==> config.mk <==
export PLATFORM = sky130hd
export DESIGN_NAME = spo2_ratio_and_quality_tracker_unit
export DESIGN_NICKNAME = d
export VERILOG_FILES = /design/src/rtl/spo2rq_pkg.sv /design/src/rtl/spo2_ratio_and_quality_tracker_unit.sv /design/src/rtl/spo2rq_div.sv
export VERILOG_INCLUDE_DIRS = /design/src /design/src/rtl
export SDC_FILE = /design/constraint.sdc
export NUM_CORES = 2
export LEC_CHECK = 0
export BUFFER_PORTS_ARGS = -buffer_cell sky130_fd_sc_hd__buf_2
export CORE_MARGIN = 2
export CORE_UTILIZATION = 55
export CTS_CLUSTER_SIZE = 30
export DETAILED_ROUTE_END_ITERATION = 16
export GPL_ROUTABILITY_DRIVEN = 0
export HOLD_SLACK_MARGIN = 0.02
export PLACE_DENSITY = 0.75
export SLEW_MARGIN = 20
export SYNTH_ARGS = -nofsm -noshare
export SYNTH_HDL_FRONTEND = slang
export SYNTH_SLANG_ARGS = --single-unit
==> constraint.sdc <==
create_clock -name aclk -period 10.5 [get_ports aclk]
set_clock_uncertainty 0.2 [all_clocks]
set_input_delay 3.15 -clock aclk [delete_from_list [all_inputs] [get_ports aclk]]
set_output_delay 3.15 -clock aclk [all_outputs]
set_load 0.1 [all_outputs]
==> src/rtl/spo2_ratio_and_quality_tracker_unit_defines.svh <==
// ----------------------------------------------------------------------------
// spo2_ratio_and_quality_tracker_unit_defines
// Assertion macros shared by the ratio/quality tracker RTL.
// ----------------------------------------------------------------------------
`ifndef SPO2_RATIO_AND_QUALITY_TRACKER_UNIT_DEFINES_SVH
`define SPO2_RATIO_AND_QUALITY_TRACKER_UNIT_DEFINES_SVH

// Clocked check, masked while reset is held.
`define SPO2RQ_ASSERT(label, prop, msg) \
    label: assert property (@(posedge aclk) disable iff (!aresetn) prop) \
        else $error(msg);

// Clocked check that also holds during reset.
`define SPO2RQ_ASSERT_ALWAYS(label, prop, msg) \
    label: assert property (@(posedge aclk) prop) else $error(msg);

`endif

==> src/rtl/spo2rq_pkg.sv <==
// ----------------------------------------------------------------------------
// spo2rq_pkg
// Widths, register indexes, reset values and codes of the ratio tracker.
// ----------------------------------------------------------------------------
package spo2rq_pkg;

    localparam int AC_BITS    = 16;
    localparam int DC_BITS    = 18;
    localparam int PROD_BITS  = AC_BITS + DC_BITS;
    // ratio scale of 1000 needs 10 more bits
    localparam int NUM_BITS   = PROD_BITS + 10;
    localparam int RATIO_BITS = 16;
    localparam int CNT_BITS   = $clog2(NUM_BITS);
    localparam int QUAL_BITS  = 8;
    localparam int SHIFT_BITS = 3;
    localparam int CFG_IDX_BITS  = 2;
    localparam int CFG_DATA_BITS = 16;

    typedef logic [1:0] balance_t;

    localparam balance_t BAL_UNKNOWN = 2'd0;
    localparam balance_t BAL_LOW     = 2'd1;
    localparam balance_t BAL_OK      = 2'd2;
    localparam balance_t BAL_HIGH    = 2'd3;

    localparam logic OP_UPDATE = 1'b0;
    localparam logic OP_CLEAR  = 1'b1;

    localparam logic [CFG_IDX_BITS-1:0] CFG_LOW_LIMIT     = 2'd0;
    localparam logic [CFG_IDX_BITS-1:0] CFG_HIGH_LIMIT    = 2'd1;
    localparam logic [CFG_IDX_BITS-1:0] CFG_MIN_AC_LEVEL  = 2'd2;
    localparam logic [CFG_IDX_BITS-1:0] CFG_QUALITY_SHIFT = 2'd3;

    localparam logic [RATIO_BITS-1:0] LOW_LIMIT_RST     = 16'd500;
    localparam logic [RATIO_BITS-1:0] HIGH_LIMIT_RST    = 16'd2000;
    localparam logic [AC_BITS-1:0]    MIN_AC_LEVEL_RST  = AC_BITS'(2);
    localparam logic [SHIFT_BITS-1:0] QUALITY_SHIFT_RST = 3'd2;

    localparam logic [RATIO_BITS-1:0] RATIO_MAX = '1;

endpackage

==> src/rtl/spo2_ratio_and_quality_tracker_unit.sv <==
// ----------------------------------------------------------------------------
// spo2_ratio_and_quality_tracker_unit
// Quality slew and smoothed red/IR ratio tracker for a pulse oximeter.
// ----------------------------------------------------------------------------
// Usage:
//   s_* channel: one beat per sensor frame. s_op = 1 clears all tracker
//   state; s_op = 0 carries red/IR AC RMS, DC levels and a raw quality score.
//   m_* channel: exactly one result beat per input beat, showing the tracker
//   state after that frame (quality, smoothed ratio x1000, ratio_ok, balance).
//   cfg_* channel: register writes (0 low_limit, 1 high_limit,
//   2 min_ac_level, 3 quality_shift), always ready; the user must write
//   them only while idle, as the block does not enforce it.
// Sequencing:
//   Clear and invalid frames go straight to the publish step (S_DONE);
//   valid frames pass the 44-step bit-serial divider (44 = width of
//   red_ac*ir_level*1000) plus 2 shared-multiplier passes, scaling,
//   rounding-add, smoothing and classify steps. One frame is in work at
//   a time: s_ready is high only when idle, after the result is published.
// Reset: aresetn (sync, active low) restores register defaults
//   (500, 2000, 2, 2), zeroes the tracker state and drops m_valid.
// Stall: the result sits in an output register; a new frame may be taken
//   while it waits, but that frame's result holds until m_ready frees it.
// ----------------------------------------------------------------------------
`include "spo2_ratio_and_quality_tracker_unit_defines.svh"

module spo2_ratio_and_quality_tracker_unit (
    input  logic                                    aclk,
    input  logic                                    aresetn,
    // input frames
    input  logic                                    s_valid,
    output logic                                    s_ready,
    input  logic                                    s_op,
    input  logic [spo2rq_pkg::AC_BITS-1:0]          s_red_ac,
    input  logic [spo2rq_pkg::AC_BITS-1:0]          s_ir_ac,
    input  logic [spo2rq_pkg::DC_BITS-1:0]          s_red_level,
    input  logic [spo2rq_pkg::DC_BITS-1:0]          s_ir_level,
    input  logic [spo2rq_pkg::QUAL_BITS-1:0]        s_raw_score,
    // results
    output logic                                    m_valid,
    input  logic                                    m_ready,
    output logic [spo2rq_pkg::QUAL_BITS-1:0]        m_quality,
    output logic [spo2rq_pkg::RATIO_BITS-1:0]       m_ratio,
    output logic                                    m_ratio_ok,
    output logic [1:0]                              m_balance,
    // register writes
    input  logic                                    cfg_valid,
    output logic                                    cfg_ready,
    input  logic [spo2rq_pkg::CFG_IDX_BITS-1:0]     cfg_index,
    input  logic [spo2rq_pkg::CFG_DATA_BITS-1:0]    cfg_data
);

    // sequencer states
    localparam logic [2:0] S_IDLE  = 3'd0;
    localparam logic [2:0] S_MUL_P = 3'd1;  // red_ac * ir_level
    localparam logic [2:0] S_MUL_D = 3'd2;  // ir_ac * red_level
    localparam logic [2:0] S_SCALE = 3'd3;  // numerator * 1000
    localparam logic [2:0] S_ADD   = 3'd4;  // + den/2, launch divide
    localparam logic [2:0] S_DIV   = 3'd5;  // wait divider, then smooth
    localparam logic [2:0] S_CLASS = 3'd6;
    localparam logic [2:0] S_DONE  = 3'd7;

    logic [2:0] state_reg, state_next;

    // configuration
    logic [spo2rq_pkg::RATIO_BITS-1:0] low_limit_reg, low_limit_next;
    logic [spo2rq_pkg::RATIO_BITS-1:0] high_limit_reg, high_limit_next;
    logic [spo2rq_pkg::AC_BITS-1:0]    min_ac_reg, min_ac_next;
    logic [spo2rq_pkg::SHIFT_BITS-1:0] qshift_reg, qshift_next;

    // tracker state
    logic [spo2rq_pkg::QUAL_BITS-1:0]  quality_reg, quality_next;
    logic [spo2rq_pkg::RATIO_BITS-1:0] ratio_reg, ratio_next;
    logic                              valid_reg, valid_next;
    spo2rq_pkg::balance_t              balance_reg, balance_next;

    // operands and intermediates
    logic [spo2rq_pkg::AC_BITS-1:0]    red_ac_reg, red_ac_next;
    logic [spo2rq_pkg::AC_BITS-1:0]    ir_ac_reg, ir_ac_next;
    logic [spo2rq_pkg::DC_BITS-1:0]    red_lvl_reg, red_lvl_next;
    logic [spo2rq_pkg::DC_BITS-1:0]    ir_lvl_reg, ir_lvl_next;
    logic [spo2rq_pkg::PROD_BITS-1:0]  prod_reg, prod_next;
    logic [spo2rq_pkg::PROD_BITS-1:0]  den_reg, den_next;
    logic [spo2rq_pkg::NUM_BITS-1:0]   num_reg, num_next;

    // output register
    logic                              m_valid_reg, m_valid_next;
    logic [spo2rq_pkg::QUAL_BITS-1:0]  m_quality_reg, m_quality_next;
    logic [spo2rq_pkg::RATIO_BITS-1:0] m_ratio_reg, m_ratio_next;
    logic                              m_ratio_ok_reg, m_ratio_ok_next;
    spo2rq_pkg::balance_t              m_balance_reg, m_balance_next;

    // shared multiplier
    logic [spo2rq_pkg::AC_BITS-1:0]    mul_a;
    logic [spo2rq_pkg::DC_BITS-1:0]    mul_b;
    logic [spo2rq_pkg::PROD_BITS-1:0]  mul_out;

    // divider
    logic                              div_start;
    logic [spo2rq_pkg::NUM_BITS-1:0]   div_num;
    logic                              div_done;
    logic [spo2rq_pkg::RATIO_BITS-1:0] div_quo;

    // quality slew
    logic                              q_up;
    logic [spo2rq_pkg::QUAL_BITS-1:0]  q_diff;
    logic [spo2rq_pkg::QUAL_BITS-1:0]  q_step;
    logic [spo2rq_pkg::QUAL_BITS-1:0]  q_slewed;

    // frame check and smoothing
    logic                              frame_ok;
    logic [spo2rq_pkg::RATIO_BITS+1:0] ema_sum;
    logic [spo2rq_pkg::RATIO_BITS-1:0] ratio_smooth;
    logic                              in_beat;

    assign s_ready   = (state_reg == S_IDLE);
    assign cfg_ready = 1'b1;
    assign in_beat   = s_valid && s_ready;

    assign mul_a   = (state_reg == S_MUL_P) ? red_ac_reg : ir_ac_reg;
    assign mul_b   = (state_reg == S_MUL_P) ? ir_lvl_reg : red_lvl_reg;
    assign mul_out = mul_a * mul_b;

    assign div_start = (state_reg == S_ADD);
    // rounding: add half the divisor
    assign div_num   = num_reg + spo2rq_pkg::NUM_BITS'(den_reg >> 1);

    spo2rq_div u_div (
        .aclk    (aclk),
        .aresetn (aresetn),
        .start   (div_start),
        .num     (div_num),
        .den     (den_reg),
        .done    (div_done),
        .quo_sat (div_quo)
    );

    // symmetric slew, step never below 1
    assign q_up   = quality_reg < s_raw_score;
    assign q_diff = q_up ? (s_raw_score - quality_reg) : (quality_reg - s_raw_score);
    always_comb begin
        q_step = q_diff >> qshift_reg;
        if (q_step == '0) begin
            q_step = spo2rq_pkg::QUAL_BITS'(1);
        end
    end
    assign q_slewed = (quality_reg == s_raw_score) ? quality_reg
                    : (q_up ? (quality_reg + q_step) : (quality_reg - q_step));

    assign frame_ok = (s_red_level != '0) && (s_ir_level != '0) && (s_ir_ac != '0) &&
                      (s_red_ac >= min_ac_reg) && (s_ir_ac >= min_ac_reg);

    // (3*old + new + 2) / 4
    assign ema_sum = {2'b00, ratio_reg} + {1'b0, ratio_reg, 1'b0} +
                     {2'b00, div_quo} + (spo2rq_pkg::RATIO_BITS+2)'(2);
    assign ratio_smooth = (valid_reg || (ratio_reg != '0))
                        ? ema_sum[spo2rq_pkg::RATIO_BITS+1:2] : div_quo;

    always_comb begin
        state_next      = state_reg;
        low_limit_next  = low_limit_reg;
        high_limit_next = high_limit_reg;
        min_ac_next     = min_ac_reg;
        qshift_next     = qshift_reg;
        quality_next    = quality_reg;
        ratio_next      = ratio_reg;
        valid_next      = valid_reg;
        balance_next    = balance_reg;
        red_ac_next     = red_ac_reg;
        ir_ac_next      = ir_ac_reg;
        red_lvl_next    = red_lvl_reg;
        ir_lvl_next     = ir_lvl_reg;
        prod_next       = prod_reg;
        den_next        = den_reg;
        num_next        = num_reg;
        m_valid_next    = m_valid_reg && !m_ready;
        m_quality_next  = m_quality_reg;
        m_ratio_next    = m_ratio_reg;
        m_ratio_ok_next = m_ratio_ok_reg;
        m_balance_next  = m_balance_reg;

        if (cfg_valid && cfg_ready) begin
            unique case (cfg_index)
                spo2rq_pkg::CFG_LOW_LIMIT:     low_limit_next  = cfg_data;
                spo2rq_pkg::CFG_HIGH_LIMIT:    high_limit_next = cfg_data;
                spo2rq_pkg::CFG_MIN_AC_LEVEL:  min_ac_next     = cfg_data;
                spo2rq_pkg::CFG_QUALITY_SHIFT:
                    qshift_next = cfg_data[spo2rq_pkg::SHIFT_BITS-1:0];
                default: ;
            endcase
        end

        unique case (state_reg)
            S_IDLE: begin
                if (in_beat) begin
                    red_ac_next  = s_red_ac;
                    ir_ac_next   = s_ir_ac;
                    red_lvl_next = s_red_level;
                    ir_lvl_next  = s_ir_level;
                    if (s_op == spo2rq_pkg::OP_CLEAR) begin
                        quality_next = '0;
                        ratio_next   = '0;
                        valid_next   = 1'b0;
                        balance_next = spo2rq_pkg::BAL_UNKNOWN;
                        state_next   = S_DONE;
                    end else begin
                        quality_next = q_slewed;
                        if (frame_ok) begin
                            state_next = S_MUL_P;
                        end else begin
                            // ratio_reg is kept across a bad frame
                            valid_next   = 1'b0;
                            balance_next = spo2rq_pkg::BAL_UNKNOWN;
                            state_next   = S_DONE;
                        end
                    end
                end
            end
            S_MUL_P: begin
                prod_next  = mul_out;
                state_next = S_MUL_D;
            end
            S_MUL_D: begin
                den_next   = mul_out;
                state_next = S_SCALE;
            end
            S_SCALE: begin
                // x1000 = x1024 - x32 + x8
                num_next = (spo2rq_pkg::NUM_BITS'(prod_reg) << 10) -
                           (spo2rq_pkg::NUM_BITS'(prod_reg) << 5) +
                           (spo2rq_pkg::NUM_BITS'(prod_reg) << 3);
                state_next = S_ADD;
            end
            S_ADD: begin
                state_next = S_DIV;
            end
            S_DIV: begin
                if (div_done) begin
                    ratio_next = ratio_smooth;
                    valid_next = 1'b1;
                    state_next = S_CLASS;
                end
            end
            S_CLASS: begin
                if (ratio_reg < low_limit_reg) begin
                    balance_next = spo2rq_pkg::BAL_LOW;
                end else if (ratio_reg > high_limit_reg) begin
                    balance_next = spo2rq_pkg::BAL_HIGH;
                end else begin
                    balance_next = spo2rq_pkg::BAL_OK;
                end
                state_next = S_DONE;
            end
            S_DONE: begin
                // publish once the output register is free
                if (!m_valid_reg || m_ready) begin
                    m_valid_next    = 1'b1;
                    m_quality_next  = quality_reg;
                    m_ratio_next    = ratio_reg;
                    m_ratio_ok_next = valid_reg;
                    m_balance_next  = balance_reg;
                    state_next      = S_IDLE;
                end
            end
            default: state_next = S_IDLE;
        endcase
    end

    always_ff @(posedge aclk) begin
        if (!aresetn) begin
            state_reg      <= S_IDLE;
            low_limit_reg  <= spo2rq_pkg::LOW_LIMIT_RST;
            high_limit_reg <= spo2rq_pkg::HIGH_LIMIT_RST;
            min_ac_reg     <= spo2rq_pkg::MIN_AC_LEVEL_RST;
            qshift_reg     <= spo2rq_pkg::QUALITY_SHIFT_RST;
            quality_reg    <= '0;
            ratio_reg      <= '0;
            valid_reg      <= 1'b0;
            balance_reg    <= spo2rq_pkg::BAL_UNKNOWN;
            m_valid_reg    <= 1'b0;
        end else begin
            state_reg      <= state_next;
            low_limit_reg  <= low_limit_next;
            high_limit_reg <= high_limit_next;
            min_ac_reg     <= min_ac_next;
            qshift_reg     <= qshift_next;
            quality_reg    <= quality_next;
            ratio_reg      <= ratio_next;
            valid_reg      <= valid_next;
            balance_reg    <= balance_next;
            m_valid_reg    <= m_valid_next;
        end
    end

    always_ff @(posedge aclk) begin
        red_ac_reg     <= red_ac_next;
        ir_ac_reg      <= ir_ac_next;
        red_lvl_reg    <= red_lvl_next;
        ir_lvl_reg     <= ir_lvl_next;
        prod_reg       <= prod_next;
        den_reg        <= den_next;
        num_reg        <= num_next;
        m_quality_reg  <= m_quality_next;
        m_ratio_reg    <= m_ratio_next;
        m_ratio_ok_reg <= m_ratio_ok_next;
        m_balance_reg  <= m_balance_next;
    end

    assign m_valid    = m_valid_reg;
    assign m_quality  = m_quality_reg;
    assign m_ratio    = m_ratio_reg;
    assign m_ratio_ok = m_ratio_ok_reg;
    assign m_balance  = m_balance_reg;

    // a good ratio always carries a class; a bad one never does
    `SPO2RQ_ASSERT(a_ok_has_class, m_valid_reg && m_ratio_ok_reg |-> m_balance_reg != spo2rq_pkg::BAL_UNKNOWN, "valid ratio with unknown class")
    `SPO2RQ_ASSERT(a_bad_no_class, m_valid_reg && !m_ratio_ok_reg |-> m_balance_reg == spo2rq_pkg::BAL_UNKNOWN, "invalid ratio with a class")
    `SPO2RQ_ASSERT(a_div_done_state, div_done |-> state_reg == S_DIV, "divider finished outside divide wait")
    `SPO2RQ_ASSERT(a_result_from_done, $rose(m_valid_reg) |-> $past(state_reg) == S_DONE, "result raised outside publish step")

endmodule

==> src/rtl/spo2rq_div.sv <==
// ----------------------------------------------------------------------------
// spo2rq_div
// Restoring divider, one quotient bit per cycle, result saturated to 16 bits.
// ----------------------------------------------------------------------------
module spo2rq_div (
    input  logic                                  aclk,
    input  logic                                  aresetn,
    input  logic                                  start,
    input  logic [spo2rq_pkg::NUM_BITS-1:0]       num,
    input  logic [spo2rq_pkg::PROD_BITS-1:0]      den,
    output logic                                  done,
    output logic [spo2rq_pkg::RATIO_BITS-1:0]     quo_sat
);

    localparam logic [spo2rq_pkg::CNT_BITS-1:0] LAST_STEP =
        spo2rq_pkg::CNT_BITS'(spo2rq_pkg::NUM_BITS - 1);

    logic                                 busy_reg, busy_next;
    logic                                 done_reg, done_next;
    logic [spo2rq_pkg::CNT_BITS-1:0]      cnt_reg, cnt_next;
    logic [spo2rq_pkg::PROD_BITS-1:0]     rem_reg, rem_next;
    logic [spo2rq_pkg::PROD_BITS-1:0]     den_reg, den_next;
    logic [spo2rq_pkg::NUM_BITS-1:0]      dvd_reg, dvd_next;
    logic [spo2rq_pkg::NUM_BITS-1:0]      quo_reg, quo_next;

    logic [spo2rq_pkg::PROD_BITS:0]       trial;
    logic [spo2rq_pkg::PROD_BITS:0]       trial_sub;
    logic                                 fits;

    assign trial     = {rem_reg, dvd_reg[spo2rq_pkg::NUM_BITS-1]};
    assign fits      = trial >= {1'b0, den_reg};
    assign trial_sub = trial - {1'b0, den_reg};

    always_comb begin
        busy_next = busy_reg;
        done_next = 1'b0;
        cnt_next  = cnt_reg;
        rem_next  = rem_reg;
        den_next  = den_reg;
        dvd_next  = dvd_reg;
        quo_next  = quo_reg;
        if (start) begin
            busy_next = 1'b1;
            cnt_next  = '0;
            rem_next  = '0;
            den_next  = den;
            dvd_next  = num;
            quo_next  = '0;
        end else if (busy_reg) begin
            rem_next = fits ? trial_sub[spo2rq_pkg::PROD_BITS-1:0]
                            : trial[spo2rq_pkg::PROD_BITS-1:0];
            dvd_next = dvd_reg << 1;
            quo_next = {quo_reg[spo2rq_pkg::NUM_BITS-2:0], fits};
            cnt_next = cnt_reg + 1'b1;
            if (cnt_reg == LAST_STEP) begin
                busy_next = 1'b0;
                done_next = 1'b1;
            end
        end
    end

    always_ff @(posedge aclk) begin
        if (!aresetn) begin
            busy_reg <= 1'b0;
            done_reg <= 1'b0;
            cnt_reg  <= '0;
        end else begin
            busy_reg <= busy_next;
            done_reg <= done_next;
            cnt_reg  <= cnt_next;
        end
    end

    always_ff @(posedge aclk) begin
        rem_reg <= rem_next;
        den_reg <= den_next;
        dvd_reg <= dvd_next;
        quo_reg <= quo_next;
    end

    assign done    = done_reg;
    // anything above 16 bits clamps to full scale
    assign quo_sat = (|quo_reg[spo2rq_pkg::NUM_BITS-1:spo2rq_pkg::RATIO_BITS])
                     ? spo2rq_pkg::RATIO_MAX
                     : quo_reg[spo2rq_pkg::RATIO_BITS-1:0];

endmodule
## Yosys cells after proc, flatten, opt, wreduce, memory -nomap -nowiden

Cells that the tools add are included.

- $add $sub $neg: 12
- Divide/modulo/power cells: 0
- $lt $le $gt $ge: 6
- Mux-type cells: 39
- Equal/unequal tests: 18
- Reduce and logical (&&, ||, !) cells: 34
- Shifts and indexed selects: 1
- $mul: 1
- Bitwise gates (word level): 2

Operator list:

| kind | number |
|---|---|
| $mux W16 | 6 |
| $mux W44 | 2 |
| $add A44 B33 Y44 | 1 |
| $add A44 B37 Y44 | 1 |
| $sub A44 B39 Y44 | 1 |
| $mux W8 | 5 |
| $reduce_bool A18 Y1 | 2 |
| $ge A35 B34 Y1 | 1 |
| $mul A16 B18 Y34 | 1 |
| $mux W34 | 1 |
| $sub A34 B34 Y34 | 1 |
| $ge A16 B16 Y1 | 2 |
| $pmux W16 S2 | 1 |
| $reduce_bool A16 Y1 | 2 |
| $reduce_or A28 Y1 | 1 |
| $pmux W3 S8 | 1 |
| $sub A8 B8 Y8 | 3 |
| $add A16 B17 Y18 | 1 |
| $add A18 B16 Y18 | 1 |
| $add A18 B2 Y18 const B | 1 |
| $mux W18 | 1 |
| $gt A16 B16 Y1 | 1 |
| $lt A16 B16 Y1 | 1 |
| $mux W3 | 5 |
| 31 further kinds | 70 |

- Bits of input ports: 100
- Memories: 0
- Bits in read-only memories: 0
- Logic and storage cells: 141
- Flip-flop bits (word level): 453
- Latch bits: 0
- Memory bits (writable): 0
- Output and inout port bits: 30

## Longest topological paths before layout

- Depth after elaboration: 9
- Mapped depth: 34
- Mapped depth without buffers: 30

## Cells and area by module

Synthesis repeated with hierarchy kept, for this count alone.

- Cell total of the unflattened synthesis: 3,665
- Area total of the unflattened synthesis: 35,885.7 µm²

By module, submodules not included:

| module | cells each | times used | seq. area each (µm²) | area each (µm²) |
|---|---|---|---|---|
| spo2_ratio_and_quality_tracker_unit | 2,862 | 1 | 7,767.4 | 27,500.1 |
| spo2rq_div | 803 | 1 | 4,063.9 | 8,385.5 |

## Worst setup path after synthesis

Ideal clock, no wire load.

- Path type: register to register
- Start: register state_reg[2]
- End: register den_reg[33] in the netlist's numbering, data pin
- Stages on the path, launching flop included: 32
- Path slack: 1.227 ns
- Setup time: 0.264 ns
- Data arrival time: 8.808 ns
- Period minus slack after synthesis: 9.273 ns
- Cell sequence: dfxtp_1 -> nor2_1 -> and2_1 -> clkbuf_1 -> buf_1 -> clkbuf_1 -> mux2i_1 -> nor2_1 -> fa_1 -> inv_1 -> fa_1 -> fa_1 -> inv_1 -> fa_1 -> fa_1 -> inv_1 -> fa_1 -> inv_1 -> ha_1 -> a21o_1 -> a21o_1 -> a21o_1 -> a21oi_1 -> o21ai_0 -> o22a_1 -> o2bb2ai_1 -> or4_1 -> and3_1 -> o311ai_1 -> nand2b_1 -> a21oi_1 -> xnor2_1

- Longest elaborated chain between the ends: 3

Ends and longest elaborated chain:

| element | line | source |
|---|---|---|
| start, declared | spo2_ratio_and_quality_tracker_unit.sv:62 | `logic [2:0] state_reg, state_next;` |
| start signal, assigned | spo2_ratio_and_quality_tracker_unit.sv:281 | `state_reg <= state_next;` |
| $eq A3 B1 Y1 * | spo2_ratio_and_quality_tracker_unit.sv:119, spo2_ratio_and_quality_tracker_unit.sv:120 |  |
| $mux W16 / $mux W18 (equally long branches) | spo2_ratio_and_quality_tracker_unit.sv:119, spo2_ratio_and_quality_tracker_unit.sv:120 |  |
| $mul A16 B18 Y34 * | spo2_ratio_and_quality_tracker_unit.sv:121 | `assign mul_out = mul_a * mul_b;` |
| named net mul_out, one bit | spo2_ratio_and_quality_tracker_unit.sv:95 | `logic [spo2rq_pkg::PROD_BITS-1:0] mul_out;` |
| end signal, assigned | spo2_ratio_and_quality_tracker_unit.sv:300 | `den_reg <= den_next;` |
| end, declared | spo2_ratio_and_quality_tracker_unit.sv:82 | `logic [spo2rq_pkg::PROD_BITS-1:0] den_reg, den_next;` |

Mark *: on every way through the listed nets, which the timed path passes. The rest lies on a longest branch.
A chain may end at the register's enable or synchronous reset.

## Worst setup path in the final report

Same ends and word-level chain as after synthesis.

==> flow_summary.toml <==
[status]
status = "finished clean"

[finish]
layout_common_cells = "540 x inv_1, 374 x nand2_1, 336 x nor2_1"
fillers = 5323
layout_commonest_cell = "inv_1"
multiInputGateArea_mm2 = 0.0212
synthToLayoutAreaGrowth_pct = 9.05
finalNetCount = 4483
regArea_mm2 = 0.0118
final_util_pct = 60.3
drive_gt1_share_pct = 8.41

[route]
vias = 26162
first_pass_iters = 6
ant_nets = 0
drtIter0Drc = 1835
drt_wl_total_um = 81500
wire_per_inst_um = 17.4
drc = 0
vias_per_cell = 5.58

[timing]
slew_viol_final = 0
finalSetupViolCount = 0
setup-tns-final_ps = 0
post-route-period-util_pct = 86.3
fin_crit_ps = 9070
finalHoldViolations = 0
tightest_slew_ps = 1090
rsz0062_at_grt = "no"
max_freq_ghz = 0.110
slew_headroom_pct = 27.0

[clock_tree]
clk_pin_slew_ps = 60
cts_hold_buf = 0
clockRootBuffer = "clkbuf_16"
cts_resized = 0
clock_sinks = 450
cts.htree.levels = 2
cts_setup_buffers = 0
clk_path_buf_depth = 3
clk_latency_ps = 600
cts_tree = "built"
cts_buffers = 50

[die]
rows = 93
floorplan.die_area_mm2 = 0.0665
pin_count = 130
die_x_um = 258
chipHeight_um = 258
initial_core_util_pct = 55.3
coreArea_mm2 = 0.0641

[yosys]
synthesis.nets = 4384
ys_seq_area_share_pct = 33.4
postSynthAreaPerCell_um2 = 9.61
synth_edf_count = 282
synth_area_mm2 = 0.0354
async_flop_share_pct = 0
yosysUniqueCellTypes = 89
ys_warn_count = 0
synth-seq-cells = 450
ys.flop_type = "edfxtp_1"
syn_inst = 3687

[global_route]
grt_pass1_wl_um = 133000
grtUsageTotal_pct = 24.7
grt_antenna_before_repair = 7
grt_max_degree = 100
first_global_vias = 26042
overflow = 0

[setup_path]
crit_arrival_ps = 9210
crit_fanout = 39
cpMostUsedCell = "fa_1"
slowest_stage = "mux2i_1"
required_ps = 10640
slowest_delay_ps = 870
endpoint_kind = "flop"
start_kind = "flop"
crit_type = "flop to flop"

[place]
dp_hpwl_um = 62900
io_buffers = 128

[worst_hold_path]
hold_path_class = "flop to flop"

[job]
drv_cap = 0
[cell type report]
class	instances	share of cell area, %
multi-input combinational	2583	54.8
sequential	450	30.6
inverter	544	5.29
clock buffer	60	3.49
tap	855	2.77
timing repair buffer	157	2.25
clock inverter	33	0.745
antenna	7	0.0453
[cells in the mapped netlist (all sizes together), types with 7 or more instances]
library cell	number	area, um^2
or4	7	52.6
a22oi	12	90.1
nand2	376	1430
inv	541	2030
a211o	7	61.3
nor4	27	169
o21ai	171	856
buf	16	78.8
and3	10	62.6
mux2i	111	1120
o21a	32	248
fa	268	5370
o21bai	16	120
nor3	31	155
clkbuf	94	353
o22ai	12	75.1
xor2	65	569
nor2b	33	206
o211ai	20	150
a31oi	17	128
a21oi	246	1240
a21o	87	661
dfxtp	168	3360
mux2	35	398
nand2b	33	206
a211oi	16	125
xnor2	88	778
nand3	39	195
or2	12	75.1
or3	9	56.3
ha	329	4120
a21boi	8	63.8
edfxtp	282	8470
nor2	338	1270
a221oi	7	67.6
nand4	28	175
and2	10	62.6
o31ai	12	90.1
[path summary, 6_finish.rpt]
check             cells after the start            from      endpoint  slack (ps)
hold / removal                        0  balance_reg[0]  m_balance[0]         250
setup reg to reg                     28    state_reg[2]   den_reg[33]        1430
setup / recovery                     28    state_reg[2]   den_reg[33]        1430
hold reg to reg                       0  balance_reg[0]  m_balance[0]         250
[worst max-delay path, delay by kind of cell, from the launching register on]
kind / cells / cell delay (ps)
flip-flops: 1 / 440
multiplexers: 1 / 870
AO/OA/AOI/OAI: 7 / 1410
XOR/XNOR: 1 / 90
buffers and inverters: 4 / 200
adder cells (fa/ha/maj): 7 / 3330
AND/OR/NAND/NOR: 8 / 2240
[stage by stage]
| step | hold slack [ps] | area [um^2] | setup slack (ps) | cells |
|---|---|---|---|---|
| after global routing | 253 | 38600 | 936 | 4689 |
| after CTS | 237 | 38600 | 1510 | 4681 |
| after floorplan | 200 | 35400 | 1230 | 3687 |
| after detailed placement | 236 | 37000 | 1530 | 4588 |
| after global placement | 220 | 37000 | 1710 | 4588 |
| final | 248 | 38600 | 1430 | 4689 |
[kinds of logic (layout without fill, tap and decap cells)]
family | Yosys count | count (layout) | share of synthesized area, %
AOI/OAI and AO/OA | 710 | 710 | 12.6
xor gates and xnor gates | 153 | 153 | 3.80
and+or+nand+nor | 975 | 975 | 12.1
buffers and inverters | 654 | 794 | 6.98
adders and majority gates | 597 | 597 | 26.8
DFF | 450 | 450 | 33.4
other | 1 | 8 | 0.0106
muxes | 147 | 147 | 4.36
[per-layer routing]
metal	part of all wire (%)	wire, um	GRT usage, %	vias up
met3	7.8	6390	5.40	160
met2	46	37300	39.7	911
met5	0	0	0	-
li1	-	-	-	12667
met4	3.0	2430	7.79	0
met1	43	35400	33.6	12424
Power is left out: the tool's default activity adds up to more than one toggle a clock period on the data nets, which glitch-free logic cannot reach.
